==> src/hdl/base64_codec_top_defines.svh <==
// assertion macros for the base64 codec
// no dependencies; included by b64c_back, the module that carries assertions
`ifndef BASE64_CODEC_TOP_DEFINES_SVH
`define BASE64_CODEC_TOP_DEFINES_SVH

`ifndef SYNTH
// antecedent implies consequent in the same cycle
`define B64C_ASSERT_IMP(lbl, clk_s, rst_s, ante, cons) \
  lbl: assert property (@(posedge clk_s) disable iff (rst_s) (ante) |-> (cons)) \
    else $error("b64c assertion failed");
// condition must never hold
`define B64C_ASSERT_NEVER(lbl, clk_s, rst_s, cond) \
  lbl: assert property (@(posedge clk_s) disable iff (rst_s) !(cond)) \
    else $error("b64c assertion failed");
`else
`define B64C_ASSERT_IMP(lbl, clk_s, rst_s, ante, cons)
`define B64C_ASSERT_NEVER(lbl, clk_s, rst_s, cond)
`endif

`endif

==> src/hdl/b64c_pkg.sv <==
// shared types, constants and alphabet functions for the base64 codec
// no dependencies
`default_nettype none

package b64c_pkg;

  // mode register codes
  localparam logic MODE_ENCODE = 1'b0;
  localparam logic MODE_DECODE = 1'b1;

  localparam logic [7:0] PAD_CHAR     = 8'd61;
  localparam logic [6:0] INVALID_CODE = 7'd64;

  // job queue sizing
  localparam int QUEUE_DEPTH = 2;
  localparam int QUEUE_AW    = (QUEUE_DEPTH > 1) ? $clog2(QUEUE_DEPTH) : 1;

  // one finished group handed from the front to the back
  typedef struct packed {
    logic        enc;     // 1: characters from a byte group
    logic [23:0] bits;    // group bits, msb first
    logic [1:0]  cnt_m1;  // results in this job minus one
    logic [1:0]  sig_m1;  // encode: real characters minus one, rest are pad
    logic        last;    // job ends the message
    logic        err;     // error flag for every result of the job
  } job_t;

  // six-bit value to alphabet character
  function automatic logic [7:0] enc_char(input logic [5:0] v);
    logic [7:0] w;
    w = {2'b00, v};
    if (v < 6'd26)      return w + 8'd65;
    else if (v < 6'd52) return w + 8'd71;   // 'a' - 26
    else if (v < 6'd62) return w - 8'd4;    // '0' - 52
    else if (v == 6'd62) return 8'd43;
    else                return 8'd47;
  endfunction

  // character to six-bit value, INVALID_CODE when outside the alphabet
  function automatic logic [6:0] dec_value(input logic [7:0] c);
    logic [7:0] r;
    r = 8'd0;
    case (c) inside
      [8'd65:8'd90]:  r = c - 8'd65;
      [8'd97:8'd122]: r = c - 8'd71;
      [8'd48:8'd57]:  r = c + 8'd4;
      8'd43:          r = 8'd62;
      8'd47:          r = 8'd63;
      default:        r = {1'b0, INVALID_CODE};
    endcase
    return r[6:0];
  endfunction

endpackage

`default_nettype wire

==> src/hdl/b64c_ifs.sv <==
// stream and configuration channel interfaces for the base64 codec
// no dependencies
`default_nettype none

// input items: byte and end-of-message mark
interface b64c_in_if;
  logic       valid;
  logic       ready;
  logic [7:0] in_byte;
  logic       in_last;
  modport source (output valid, output in_byte, output in_last, input ready);
  modport sink   (input valid, input in_byte, input in_last, output ready);
endinterface

// result items: byte, end-of-message mark and error flag
interface b64c_out_if;
  logic       valid;
  logic       ready;
  logic [7:0] out_byte;
  logic       out_last;
  logic       error;
  modport source (output valid, output out_byte, output out_last, output error,
                  input ready);
  modport sink   (input valid, input out_byte, input out_last, input error,
                  output ready);
endinterface

// mode register write channel
interface b64c_cfg_if;
  logic valid;
  logic ready;
  logic mode;
  modport source (output valid, output mode, input ready);
  modport sink   (input valid, input mode, output ready);
endinterface

`default_nettype wire

==> src/hdl/b64c_front.sv <==
// front end: accepts items, gathers groups and emits one job per finished group and one for a partial final group
// depends on b64c_pkg and the b64c interfaces
`default_nettype none

module b64c_front import b64c_pkg::*; (
  input  wire logic   clk,
  input  wire logic   rst,
  b64c_cfg_if.sink    cfg,
  b64c_in_if.sink     src,
  input  wire logic   q_full,
  output logic        q_push,
  output job_t        q_job
);

  logic        mode;
  logic [23:0] group_bits;
  logic [1:0]  group_pos;
  logic [1:0]  pad_count;
  logic        bad_seen;

  logic [23:0] group_bits_next;
  logic [1:0]  group_pos_next;
  logic [1:0]  pad_count_next;
  logic        bad_seen_next;

  logic        accept;
  logic        has_job;
  logic [6:0]  dv;
  logic [5:0]  v;
  logic        is_pad;
  logic [1:0]  pad_n;
  logic        bad_n;
  logic        bad_out;
  logic [23:0] bits_n;

  // a mode write holds off the input for its cycle
  assign cfg.ready = 1'b1;
  assign src.ready = !q_full && !cfg.valid;
  assign accept    = src.valid && src.ready;
  assign q_push    = accept && has_job;

  // group update and job build
  always_comb begin
    dv      = dec_value(src.in_byte);
    v       = 6'd0;
    is_pad  = 1'b0;
    pad_n   = pad_count;
    bad_n   = bad_seen;
    bad_out = bad_seen;
    bits_n  = group_bits;
    has_job = 1'b0;
    q_job   = '0;
    group_bits_next = group_bits;
    group_pos_next  = group_pos;
    pad_count_next  = pad_count;
    bad_seen_next   = bad_seen;

    if (mode == MODE_ENCODE) begin
      case (group_pos)
        2'd0:    bits_n = group_bits | {src.in_byte, 16'd0};
        2'd1:    bits_n = group_bits | {8'd0, src.in_byte, 8'd0};
        default: bits_n = group_bits | {16'd0, src.in_byte};
      endcase
      q_job.enc    = 1'b1;
      q_job.bits   = bits_n;
      q_job.cnt_m1 = 2'd3;
      q_job.sig_m1 = group_pos + 2'd1;
      q_job.last   = src.in_last;
      q_job.err    = 1'b0;
      if (group_pos == 2'd2) begin
        has_job         = 1'b1;
        group_bits_next = 24'd0;
        group_pos_next  = 2'd0;
      end else begin
        has_job         = src.in_last;
        group_bits_next = bits_n;
        group_pos_next  = group_pos + 2'd1;
      end
    end else begin
      // classify the character
      is_pad = (src.in_byte == PAD_CHAR) && group_pos[1] &&
               (group_pos == 2'd3 || pad_count == 2'd0);
      if (is_pad) begin
        if (pad_count != 2'd2) pad_n = pad_count + 2'd1;
      end else if (dv == INVALID_CODE || pad_count != 2'd0) begin
        bad_n = 1'b1;
      end else begin
        v = dv[5:0];
      end
      case (group_pos)
        2'd0:    bits_n = group_bits | {v, 18'd0};
        2'd1:    bits_n = group_bits | {6'd0, v, 12'd0};
        2'd2:    bits_n = group_bits | {12'd0, v, 6'd0};
        default: bits_n = group_bits | {18'd0, v};
      endcase
      bad_out      = bad_n || (pad_n != 2'd0 && !src.in_last);
      q_job.enc    = 1'b0;
      q_job.sig_m1 = 2'd0;
      q_job.last   = src.in_last;
      if (group_pos == 2'd3) begin
        has_job         = 1'b1;
        q_job.bits      = bits_n;
        q_job.cnt_m1    = 2'd2 - pad_n;
        q_job.err       = bad_out;
        group_bits_next = 24'd0;
        group_pos_next  = 2'd0;
        pad_count_next  = 2'd0;
        bad_seen_next   = bad_out;
      end else begin
        // partial final group gives a single error result
        has_job         = src.in_last;
        q_job.bits      = 24'd0;
        q_job.cnt_m1    = 2'd0;
        q_job.err       = 1'b1;
        group_bits_next = bits_n;
        group_pos_next  = group_pos + 2'd1;
        pad_count_next  = pad_n;
        bad_seen_next   = bad_n;
      end
    end

    if (src.in_last) begin
      group_bits_next = 24'd0;
      group_pos_next  = 2'd0;
      pad_count_next  = 2'd0;
      bad_seen_next   = 1'b0;
    end
  end

  // mode register and group state
  always_ff @(posedge clk) begin
    if (rst) begin
      mode       <= MODE_ENCODE;
      group_bits <= 24'd0;
      group_pos  <= 2'd0;
      pad_count  <= 2'd0;
      bad_seen   <= 1'b0;
    end else if (cfg.valid) begin
      mode       <= cfg.mode;
      group_bits <= 24'd0;
      group_pos  <= 2'd0;
      pad_count  <= 2'd0;
      bad_seen   <= 1'b0;
    end else if (accept) begin
      group_bits <= group_bits_next;
      group_pos  <= group_pos_next;
      pad_count  <= pad_count_next;
      bad_seen   <= bad_seen_next;
    end
  end

endmodule

`default_nettype wire

==> src/hdl/b64c_queue.sv <==
// short job queue between the front and the back
// depends on b64c_pkg
`default_nettype none

module b64c_queue import b64c_pkg::*; (
  input  wire logic clk,
  input  wire logic rst,
  input  wire logic push,
  input  wire job_t push_job,
  input  wire logic pop,
  output logic      full,
  output logic      head_valid,
  output job_t      head_job
);

  job_t                entries [QUEUE_DEPTH];
  logic [QUEUE_AW-1:0] wr_ptr;
  logic [QUEUE_AW-1:0] rd_ptr;
  logic [QUEUE_AW:0]   count;

  assign full       = (count == (QUEUE_AW+1)'(QUEUE_DEPTH));
  assign head_valid = (count != '0);
  assign head_job   = entries[rd_ptr];

  // storage
  always_ff @(posedge clk) begin
    if (push) begin
      entries[wr_ptr] <= push_job;
    end
  end

  // pointers and fill level
  always_ff @(posedge clk) begin
    if (rst) begin
      wr_ptr <= '0;
      rd_ptr <= '0;
      count  <= '0;
    end else begin
      if (push) begin
        wr_ptr <= (wr_ptr == QUEUE_AW'(QUEUE_DEPTH - 1)) ? '0 : wr_ptr + 1'b1;
      end
      if (pop) begin
        rd_ptr <= (rd_ptr == QUEUE_AW'(QUEUE_DEPTH - 1)) ? '0 : rd_ptr + 1'b1;
      end
      if (push && !pop) begin
        count <= count + 1'b1;
      end else if (pop && !push) begin
        count <= count - 1'b1;
      end
    end
  end

endmodule

`default_nettype wire

==> src/hdl/b64c_back.sv <==
// back end: expands each job into result transactions, one per cycle unless the result side stalls
// depends on b64c_pkg, the b64c interfaces and base64_codec_top_defines.svh
`default_nettype none
`include "base64_codec_top_defines.svh"

module b64c_back import b64c_pkg::*; (
  input  wire logic  clk,
  input  wire logic  rst,
  input  wire logic  head_valid,
  input  wire job_t  head_job,
  output logic       pop,
  b64c_out_if.source dst
);

  job_t       cur;
  logic       busy;
  logic [1:0] idx;
  logic       out_valid;
  logic [7:0] out_byte;
  logic       out_last;
  logic       out_err;

  job_t       job;
  logic       can_out;
  logic       step;
  logic       final_res;
  logic [5:0] sext;
  logic [7:0] res_byte;

  assign dst.valid    = out_valid;
  assign dst.out_byte = out_byte;
  assign dst.out_last = out_last;
  assign dst.error    = out_err;

  assign job       = busy ? cur : head_job;
  assign can_out   = !out_valid || dst.ready;
  assign step      = can_out && (busy || head_valid);
  assign final_res = (idx == job.cnt_m1);
  assign pop       = step && !busy;

  // result byte for the current slot
  always_comb begin
    case (idx)
      2'd0:    sext = job.bits[23:18];
      2'd1:    sext = job.bits[17:12];
      2'd2:    sext = job.bits[11:6];
      default: sext = job.bits[5:0];
    endcase
    if (job.enc) begin
      res_byte = (idx <= job.sig_m1) ? enc_char(sext) : PAD_CHAR;
    end else begin
      case (idx)
        2'd0:    res_byte = job.bits[23:16];
        2'd1:    res_byte = job.bits[15:8];
        default: res_byte = job.bits[7:0];
      endcase
    end
  end

  // job sequencing and output register
  always_ff @(posedge clk) begin
    if (rst) begin
      busy      <= 1'b0;
      idx       <= 2'd0;
      out_valid <= 1'b0;
    end else begin
      if (step) begin
        out_valid <= 1'b1;
        out_byte  <= res_byte;
        out_last  <= job.last && final_res;
        out_err   <= job.err;
        if (final_res) begin
          busy <= 1'b0;
          idx  <= 2'd0;
        end else begin
          busy <= 1'b1;
          idx  <= idx + 2'd1;
          if (!busy) begin
            cur <= head_job;
          end
        end
      end else if (dst.ready) begin
        out_valid <= 1'b0;
      end
    end
  end

  `B64C_ASSERT_NEVER(a_idx_in_range, clk, rst, busy && (idx > cur.cnt_m1))
  `B64C_ASSERT_IMP(a_pop_has_job, clk, rst, pop, head_valid)
  `B64C_ASSERT_IMP(a_enc_no_err, clk, rst, step && job.enc, !job.err)
  `B64C_ASSERT_IMP(a_enc_four, clk, rst, step && job.enc, job.cnt_m1 == 2'd3)

endmodule

`default_nettype wire

==> src/hdl/base64_codec_top.sv <==
// base64 codec: one result per cycle unless the result side stalls, which sets
// the pace; a result passes the job queue and output register after the item
// ending its group; encode takes 3 items per 4 results, decode one item per
// cycle while the small job queue, which decouples front and back, has room
// reset is synchronous: mode returns to encode, group state and queue empty
// depends on b64c_pkg, b64c interfaces, b64c_front, b64c_queue, b64c_back
`default_nettype none

module base64_codec_top import b64c_pkg::*; (
  input  wire logic  clk,
  input  wire logic  rst,
  b64c_cfg_if.sink   cfg,
  b64c_in_if.sink    src,
  b64c_out_if.source dst
);

  logic q_full;
  logic q_push;
  job_t q_job;
  logic q_pop;
  logic head_valid;
  job_t head_job;

  // classify and gather
  b64c_front u_front (
    .clk    (clk),
    .rst    (rst),
    .cfg    (cfg),
    .src    (src),
    .q_full (q_full),
    .q_push (q_push),
    .q_job  (q_job)
  );

  // job queue
  b64c_queue u_queue (
    .clk        (clk),
    .rst        (rst),
    .push       (q_push),
    .push_job   (q_job),
    .pop        (q_pop),
    .full       (q_full),
    .head_valid (head_valid),
    .head_job   (head_job)
  );

  // result expansion
  b64c_back u_back (
    .clk        (clk),
    .rst        (rst),
    .head_valid (head_valid),
    .head_job   (head_job),
    .pop        (q_pop),
    .dst        (dst)
  );

endmodule

`default_nettype wire

==> src/flat_wrapper.sv <==
// flat-port wrapper written by rule: the top's interface ports become plain ports
module base64_codec_top_flat import b64c_pkg::*;
  (clk, rst, cfg_valid, cfg_mode, cfg_ready, src_valid, src_in_byte, src_in_last, src_ready, dst_valid, dst_out_byte, dst_out_last, dst_error, dst_ready);
  b64c_cfg_if cfg_i ();
  b64c_in_if src_i ();
  b64c_out_if dst_i ();
  input  wire logic clk;
  input  wire logic rst;
  input wire logic [$bits(cfg_i.valid)-1:0] cfg_valid;
  input wire logic [$bits(cfg_i.mode)-1:0] cfg_mode;
  output wire logic [$bits(cfg_i.ready)-1:0] cfg_ready;
  input wire logic [$bits(src_i.valid)-1:0] src_valid;
  input wire logic [$bits(src_i.in_byte)-1:0] src_in_byte;
  input wire logic [$bits(src_i.in_last)-1:0] src_in_last;
  output wire logic [$bits(src_i.ready)-1:0] src_ready;
  output wire logic [$bits(dst_i.valid)-1:0] dst_valid;
  output wire logic [$bits(dst_i.out_byte)-1:0] dst_out_byte;
  output wire logic [$bits(dst_i.out_last)-1:0] dst_out_last;
  output wire logic [$bits(dst_i.error)-1:0] dst_error;
  input wire logic [$bits(dst_i.ready)-1:0] dst_ready;
  assign cfg_i.valid = cfg_valid;
  assign cfg_i.mode = cfg_mode;
  assign cfg_ready = cfg_i.ready;
  assign src_i.valid = src_valid;
  assign src_i.in_byte = src_in_byte;
  assign src_i.in_last = src_in_last;
  assign src_ready = src_i.ready;
  assign dst_valid = dst_i.valid;
  assign dst_out_byte = dst_i.out_byte;
  assign dst_out_last = dst_i.out_last;
  assign dst_error = dst_i.error;
  assign dst_i.ready = dst_ready;
  base64_codec_top u_core (.clk(clk), .rst(rst), .cfg(cfg_i), .src(src_i), .dst(dst_i));
endmodule
==> config.mk <==
export PLATFORM = sky130hd
export DESIGN_NAME = base64_codec_top_flat
export DESIGN_NICKNAME = d
export VERILOG_FILES = /design/src/hdl/b64c_pkg.sv /design/src/hdl/b64c_ifs.sv /design/src/hdl/b64c_front.sv /design/src/hdl/b64c_queue.sv /design/src/hdl/b64c_back.sv /design/src/hdl/base64_codec_top.sv /design/src/flat_wrapper.sv
export VERILOG_INCLUDE_DIRS = /design/src /design/src/hdl
export SDC_FILE = /design/constraint.sdc
export NUM_CORES = 1
export LEC_CHECK = 0
export ABC_AREA = 1
export BUFFER_PORTS_ARGS = -buffer_cell sky130_fd_sc_hd__buf_2
export CAP_MARGIN = 10
export CORE_ASPECT_RATIO = 1.4
export CORE_MARGIN = 2
export CORE_UTILIZATION = 30
export CTS_BUF_LIST = sky130_fd_sc_hd__clkbuf_4
export DETAILED_ROUTE_END_ITERATION = 8
export SLEW_MARGIN = 20
export SYNTH_ARGS = -nofsm -noshare
export SYNTH_HDL_FRONTEND = slang
export SYNTH_SLANG_ARGS = --single-unit
==> constraint.sdc <==
create_clock -name clk -period 4.5 [get_ports clk]
set_clock_uncertainty 0.05 [all_clocks]
set_input_delay 0.675 -clock clk [delete_from_list [all_inputs] [get_ports clk]]
set_output_delay 0.675 -clock clk [all_outputs]
set_load 0.1 [all_outputs]
==> flow_summary.toml, run 1 <==
[global_route]
met1_usage = 0.171
grt_pass1_vias = 6515
groute.usage.overall = 0.163
gr-usage-met3 = 0.0244
top_usage_layer = "met2"
met2_usage = 0.304
grt_max_degree = 32
grt_pass1_wl_um = 35400
antenna_found_initial = 1
grt_overflow = 0

[clocking]
cts_tree = "yes"
postCtsHoldBufs = 0
cts_resized = 0
clk_pin_slew_ns = 0.12
cts_setup_buffers = 0
cts.sinks = 142
cts-root-buf = "clkbuf_4"
cts_made_buffers = 17
htree_levels = 4
cts_max_path_buffers = 2
clk_latency_ns = 0.57

[yosys]
synth_nets = 977
synth_warnings = 0
synth_area_leaders = "edfxtp_1, dfxtp_1, nand2_1"
netlist.area_leader.share = 0.382
synth_cells = 934
netlist_area_mm2 = 0.00809
yosysTopAreaCell = "edfxtp_1"
yosysMostFrequentCell = "nand2_1"
synth_edf_count = 103
ys_seq_area_frac = 0.479
synthTopCellsByCount = "nand2_1, a21oi_1, edfxtp_1"
ys_seq_elements = 142
yosysUniqueCellTypes = 52
syn_avg_cell_area_um2 = 8.66
ys.flop_type = "edfxtp_1"
async_flop_share = 0

[power_and_ir_drop]
cellLeakagePower_nw = 3.31
p_per_area_mw_per_mm2 = 565
clkPwrFrac = 0.160
pwr-share-comb = 0.482
peakVddDrop_v = 0.000196
power.internal_w = 0.00267
switching_power_w = 0.00228
switching_share = 0.460
power_frac_seq = 0.357

[setup_path]
end_kind = "flop"
critical_path_arrival_ns = 3.35
critPathRequiredTime_ns = 4.77
rrSetupSlack_ns = 1.42
ff2ff_path_depth = 11
startpoint_type = "flop"
startpoint = "u_core.u_front.group_pos[1]"
r2r-end = "u_core.u_queue.entries[0][10]"
crit_end = "u_core.u_queue.entries[0][10]"
crit_type = "reg2reg"
r2r_start = "u_core.u_front.group_pos[1]"
cp_max_fo = 10

[routing]
drtIter0Drc = 676
drt_wl_total_um = 22200
vias = 6576
viasPerCell = 5.06
drc = 0
drtAntennaViolNets = 0
drt_pass1_iterations = 5
post_drt_wl_per_cell_um = 17.1

[cells_and_area]
fin_nets = 1000
drive_gt1_frac = 0.161
multiInputGateArea_mm2 = 0.00360
final-seq-area_mm2 = 0.00387
fin_util = 0.329
fin_cells = 1299
area_growth_pct = 8.32
fill_cells = 2796

[floorplanning]
io_pins = 28
initial_core_util = 0.303
placeableCoreArea_mm2 = 0.0267
fp.dieH_um = 198
die_w_um = 143
dieArea_mm2 = 0.0283
rows = 71

[sta]
fmax_mhz = 325
tns_ns = 0
min_period_over_period = 0.684
setup_violations = 0
hold_viol_final = 0
drv_slew = 0
relSlewSlack = 0.426
whs_ns = 0.299
rsz0062_at_grt = "no"
tightest_slew_ns = 0.856
post-route-min-period_ns = 3.08

[placement]
port_buffers = 26
dp_hpwl_um = 16700
gp_congestion = 1.02
dp.cells = 1266

[run]
cap_viol_max_count = 0

[run_status]
run_status = "completed"

[hold_path]
hold_class = "in2reg"
-- how the worst min path moves through the flow --
stage	from	endpoint	slack, ns	depth (start not counted)
after floorplan	u_core.u_front.bad_seen	u_core.u_front.bad_seen	0.39	2
after global placement	u_core.u_front.group_bits[19]	u_core.u_front.group_bits[19]	0.40	2
after detailed placement	u_core.u_front.group_bits[23]	u_core.u_front.group_bits[23]	0.41	2
after CTS	cfg_mode	u_core.u_front.mode	0.27	3
after global routing	cfg_mode	u_core.u_front.mode	0.29	3
final	cfg_mode	u_core.u_front.mode	0.30	3
-- cells by family (layout without fill, tap and decap cells) --
logic type      count (synthesis)  in the layout  share of synthesized area
simple gates                  391            391                      0.223
compound gates                224            224                      0.165
flops                         142            142                      0.479
buf+inv                       136            172                     0.0763
fa+ha+maj                      28             28                     0.0433
xor+xnor                       12             12                     0.0130
other cells                     1              2                   0.000464
-- power by group through the flow --
stage / Sequential (W) / Combinational [W] / Clock (W)
floorplan: 0.00213 / 0.00155 / 0
global placement: 0.00180 / 0.00238 / 0
detailed placement: 0.00180 / 0.00239 / 0
CTS: 0.00177 / 0.00239 / 0.000814
global route: 0.00179 / 0.00263 / 0.000853
finish: 0.00177 / 0.00239 / 0.000794
-- area by class of cell --
class	instances	share of cell area
Sequential cell	142	0.442
Multi-Input combinational cell	656	0.411
Tap cell	328	0.0469
Inverter	103	0.0453
Timing Repair Buffer	37	0.0243
Clock buffer	18	0.0154
Clock inverter	14	0.0146
Antenna cell	1	0.000286
-- critical path, stage by stage (launching register included) --
cell      delay [ns]
dfxtp_1         0.45
inv_1           0.12
ha_1            0.27
nor2_1          0.56
inv_1           0.12
nor2_1          0.15
inv_1           0.08
nor2_1          0.20
clkinv_1        0.32
nand2_1         0.15
a21oi_1         0.07
or2_2           0.30
-- per-layer routing --
layer / vias to the layer above / routed length (um) / part of all wire
met5: - / 0 / 0
met4: 0 / 1220 / 0.055
met3: 65 / 928 / 0.042
met2: 232 / 11700 / 0.53
met1: 3057 / 8330 / 0.37
li1: 3222 / - / -
-- per-stage QoR --
step / power [W] / setup WS, ns / area [um2]
final: 0.00495 / 1.42 / 8760
after CTS: 0.00498 / 1.45 / 8760
after floorplan: 0.00368 / 0.459 / 8090
after global routing: 0.00527 / 1.13 / 8760
after detailed placement: 0.00419 / 1.22 / 8490
after global placement: 0.00417 / 1.30 / 8490
-- sequential cells by signal (all words and copies together) (netlist names), named ones only --
| name | flops |
|---|---|
| u_core.u_queue.entries | 62 |
| u_core.u_back.cur | 31 |
| u_core.u_front.group_bits | 24 |
| u_core.u_back.dst.out_byte | 8 |
| u_core.u_back.idx | 2 |
| u_core.u_front.group_pos | 2 |
| u_core.u_front.pad_count | 2 |
| u_core.u_queue.count | 2 |
| u_core.u_back.busy | 1 |
| u_core.u_back.dst.error | 1 |
| u_core.u_back.dst.out_last | 1 |
| u_core.u_back.dst.valid | 1 |
| u_core.u_front.bad_seen | 1 |
| u_core.u_front.mode | 1 |
| u_core.u_queue.rd_ptr | 1 |
| u_core.u_queue.wr_ptr | 1 |
-- placed cells by master, fill, tap and decap left out, types with 3 or more instances in the layout --
cell,synthesis,final
inv_4,4,4
ha_1,28,28
a21oi_2,13,13
nand4_1,11,11
a31oi_1,6,6
buf_4,5,11
clkinv_2,0,5
a211oi_1,3,3
clkbuf_4,0,18
clkinv_1,2,5
edfxtp_1,103,103
nand2_2,17,17
inv_2,9,9
o21a_1,4,4
a21oi_1,103,103
inv_1,88,88
nand3_1,40,40
o22ai_1,17,17
xor2_1,11,11
nor2_4,7,7
nand2_1,178,178
nand2_4,8,8
o21ai_0,50,50
or2_2,7,7
buf_2,5,26
nor2_1,93,91
clkinvlp_4,0,3
nor2_2,11,13
nor3_1,10,10
or2_1,3,3
o211ai_1,6,6
dfxtp_1,39,39
o21ai_1,6,6
a221oi_1,4,4
Note: power is estimated with default switching activity, not from simulation.
==> inputs of run 2 (changes only) <==
--- a/config.mk
+++ b/config.mk
@@ -6,7 +6,7 @@
 export SDC_FILE = /design/constraint.sdc
 export NUM_CORES = 1
 export LEC_CHECK = 0
-export ABC_AREA = 1
+export ABC_AREA = 0
 export BUFFER_PORTS_ARGS = -buffer_cell sky130_fd_sc_hd__buf_2
 export CAP_MARGIN = 10
 export CORE_ASPECT_RATIO = 1.4
==> constraint.sdc (replaced) <==
create_clock -name clk -period 3 [get_ports clk]
set_clock_uncertainty 0.05 [all_clocks]
set_input_delay 0.45 -clock clk [delete_from_list [all_inputs] [get_ports clk]]
set_output_delay 0.45 -clock clk [all_outputs]
set_load 0.1 [all_outputs]
==> run 2 against run 1 <==
Effect of this change:
- wire length down 14%
- power up 51%
- worst setup slack got worse by 1.3 ns
- first-iteration DRC count fell by 33%
- via count is 11% lower
- worst hold slack got worse by 0.19 ns
- critical endpoint is now u_core.u_back.dst.out_byte[3]
- largest cell class unchanged
- critical path depth shrank 1
- flip-flop and latch count is the same
- combinational power grew 56%
==> flow_summary.toml, run 2 <==
[run_status]
run_status = "completed"

[yosys]
ys_seq_area_frac = 0.509
synth_warnings = 0
synth_edf_count = 103
synth_nets = 774
async_flop_share = 0
synth_area_leaders = "edfxtp_1, dfxtp_1, ha_1"
ys.flop_type = "edfxtp_1"
synthTopCellsByCount = "edfxtp_1, nor2_1, a21oi_1"
ys_seq_elements = 142
netlist_area_mm2 = 0.00760
yosysTopAreaCell = "edfxtp_1"
syn_avg_cell_area_um2 = 10.4
yosysMostFrequentCell = "edfxtp_1"
synth_cells = 731
yosysUniqueCellTypes = 76
netlist.area_leader.share = 0.407

[hold_path]
hold_depth = 3
hold_class = "in2reg"

[setup_path]
cp_cell_sequence = "buf_12 -> nor2b_1 -> o311ai_1 -> a41oi_4 -> inv_2 -> ha_1 -> a21oi_1 -> o21a_1 -> a2111oi_0 -> a311oi_1"
worst-path-stages = 10
critPathMaxStageDelay_ns = 0.56
startpoint_type = "flop"
critPathRequiredTime_ns = 3.24
crit_type = "reg2reg"
crit_buf_inv = 2
cp_top_family = "compound AO/OA/AOI/OAI gates"
cp_max_fo = 26
crit_slowest_cell = "o311ai_1"
critical_path_arrival_ns = 3.12
end_kind = "flop"
ff2ff_path_depth = 10

[routing]
post_drt_wl_per_cell_um = 16.8
drtAntennaViolNets = 0
viasPerCell = 5.16
drt_pass1_iterations = 5
drt_wl_total_um = 19100
drc = 0
vias = 5873
drtIter0Drc = 455

[floorplanning]
placeableCoreArea_mm2 = 0.0248
fp.dieH_um = 192
rows = 68
initial_core_util = 0.307
die_w_um = 139
io_pins = 28
dieArea_mm2 = 0.0267

[global_route]
grt_max_degree = 32
groute.usage.overall = 0.144
antenna_found_initial = 1
grt_overflow = 0
grt_pass1_vias = 5797
grt_pass1_wl_um = 30200

[placement]
port_buffers = 26
dp_hpwl_um = 14600
gp_congestion = 0.930
dp.cells = 1105

[sta]
rsz0062_at_grt = "no"
relSlewSlack = 0.405
post-route-min-period_ns = 2.89
min_period_over_period = 0.962
fmax_mhz = 347
tightest_slew_ns = 0.891
hold_viol_final = 0
drv_slew = 0
setup_violations = 0
tns_ns = 0

[cells_and_area]
top_regs = "u_core.u_queue.entries: 62 flops, u_core.u_back.cur: 31 flops, u_core.u_front.group_bits: 24 flops"
largest_reg_flops = 62
fill_cells = 2483
area_growth_pct = 15.6
layout_common_cells = "edfxtp_1, buf_4, nor2_1"
largest_register = "u_core.u_queue.entries"
final_common_cell = "edfxtp_1"
fin_cells = 1138
drive_gt1_frac = 0.208
fin_nets = 852

[power_and_ir_drop]
p_per_area_mw_per_mm2 = 852
peakVddDrop_v = 0.000870
cellLeakagePower_nw = 3.16

[clocking]
cts_made_buffers = 17
htree_levels = 4
clk_latency_ns = 0.55
clk_pin_slew_ns = 0.12
cts_tree = "yes"
cts-root-buf = "clkbuf_4"
cts_setup_buffers = 0
cts_max_path_buffers = 2
cts.sinks = 142

[run]
cap_viol_max_count = 0
[run 2: worst min-delay path: cells and delay by family]
family | cells | cell delay (ns)
and+or+nand+nor | 1 | 0.09
muxes | 1 | 0.06
buffers and inverters | 1 | 0.08
[run 2: logic make-up (layout without fill, tap and decap cells)]
| logic type | Yosys count | after routing | synth area share |
|---|---|---|---|
| buffers and inverters | 78 | 169 | 0.0522 |
| other | 1 | 2 | 0.000493 |
| AO/OA/AOI/OAI | 216 | 216 | 0.191 |
| XOR/XNOR | 12 | 12 | 0.0138 |
| AND/OR/NAND/NOR | 222 | 222 | 0.144 |
| flip-flops | 142 | 142 | 0.509 |
| multiplexers | 32 | 32 | 0.0438 |
| adder cells (fa/ha/maj) | 28 | 28 | 0.0461 |
[run 2: repair_timing]
item	CTS	global route
resized for setup	0	3
endpoints found under the setup margin	0	2
endpoints found under the hold margin	0	0
hold buffers	0	0
[run 2: cell type report]
cell class,count,area [um2],share of cell area
clock inverter,13,115,0.0131
timing repair buffer,106,781,0.0888
inverter,31,116,0.0132
tap,315,394,0.0448
sequential,142,3870,0.441
clock buffer,19,143,0.0162
antenna,1,2.50,0.000285
multi-input combinational,511,3360,0.383
[run 2: layer usage]
metal | global-route usage | wire (um) | vias to the layer above
li1 | - | - | 2863
met1 | 0.159 | 7820 | 2793
met2 | 0.263 | 9930 | 161
met3 | 0.0298 | 594 | 56
met4 | 0.0761 | 756 | 0
met5 | 0 | 0 | -
[run 2: path summary, 6_finish.rpt]
path | start | end | slack (ns)
worst max-delay path | flop | u_core.u_back.dst.out_byte[3] | 0.11
worst min register to register | u_core.u_front.group_bits[0] | u_core.u_front.group_bits[0] | 0.44
worst min-delay path | cfg_mode | u_core.u_front.mode | 0.11
worst max register to register | flop | u_core.u_back.dst.out_byte[3] | 0.11
[run 2: per-stage QoR]
step	utilization	hold WS (ns)	instance area (um2)	power, W	setup slack (ns)
global route	0.355	0.0720	8790	0.00795	0.000681
finish	0.355	0.111	8790	0.00749	0.114
CTS	0.354	0.0532	8770	0.00753	0.0347
floorplan	-	0.388	7650	0.00527	0.00286
global placement	0.344	0.397	8520	0.00639	-0.0422
detailed placement	0.344	0.412	8520	0.00641	-0.00595
[run 2: where the power goes]
part / internal, W / total [W] / switching [W]
Clock: 0.000428 / 0.00112 / 0.000696
Combinational: 0.00145 / 0.00372 / 0.00227
Sequential: 0.00254 / 0.00264 / 0.000106
Total: 0.00441 / 0.00749 / 0.00308
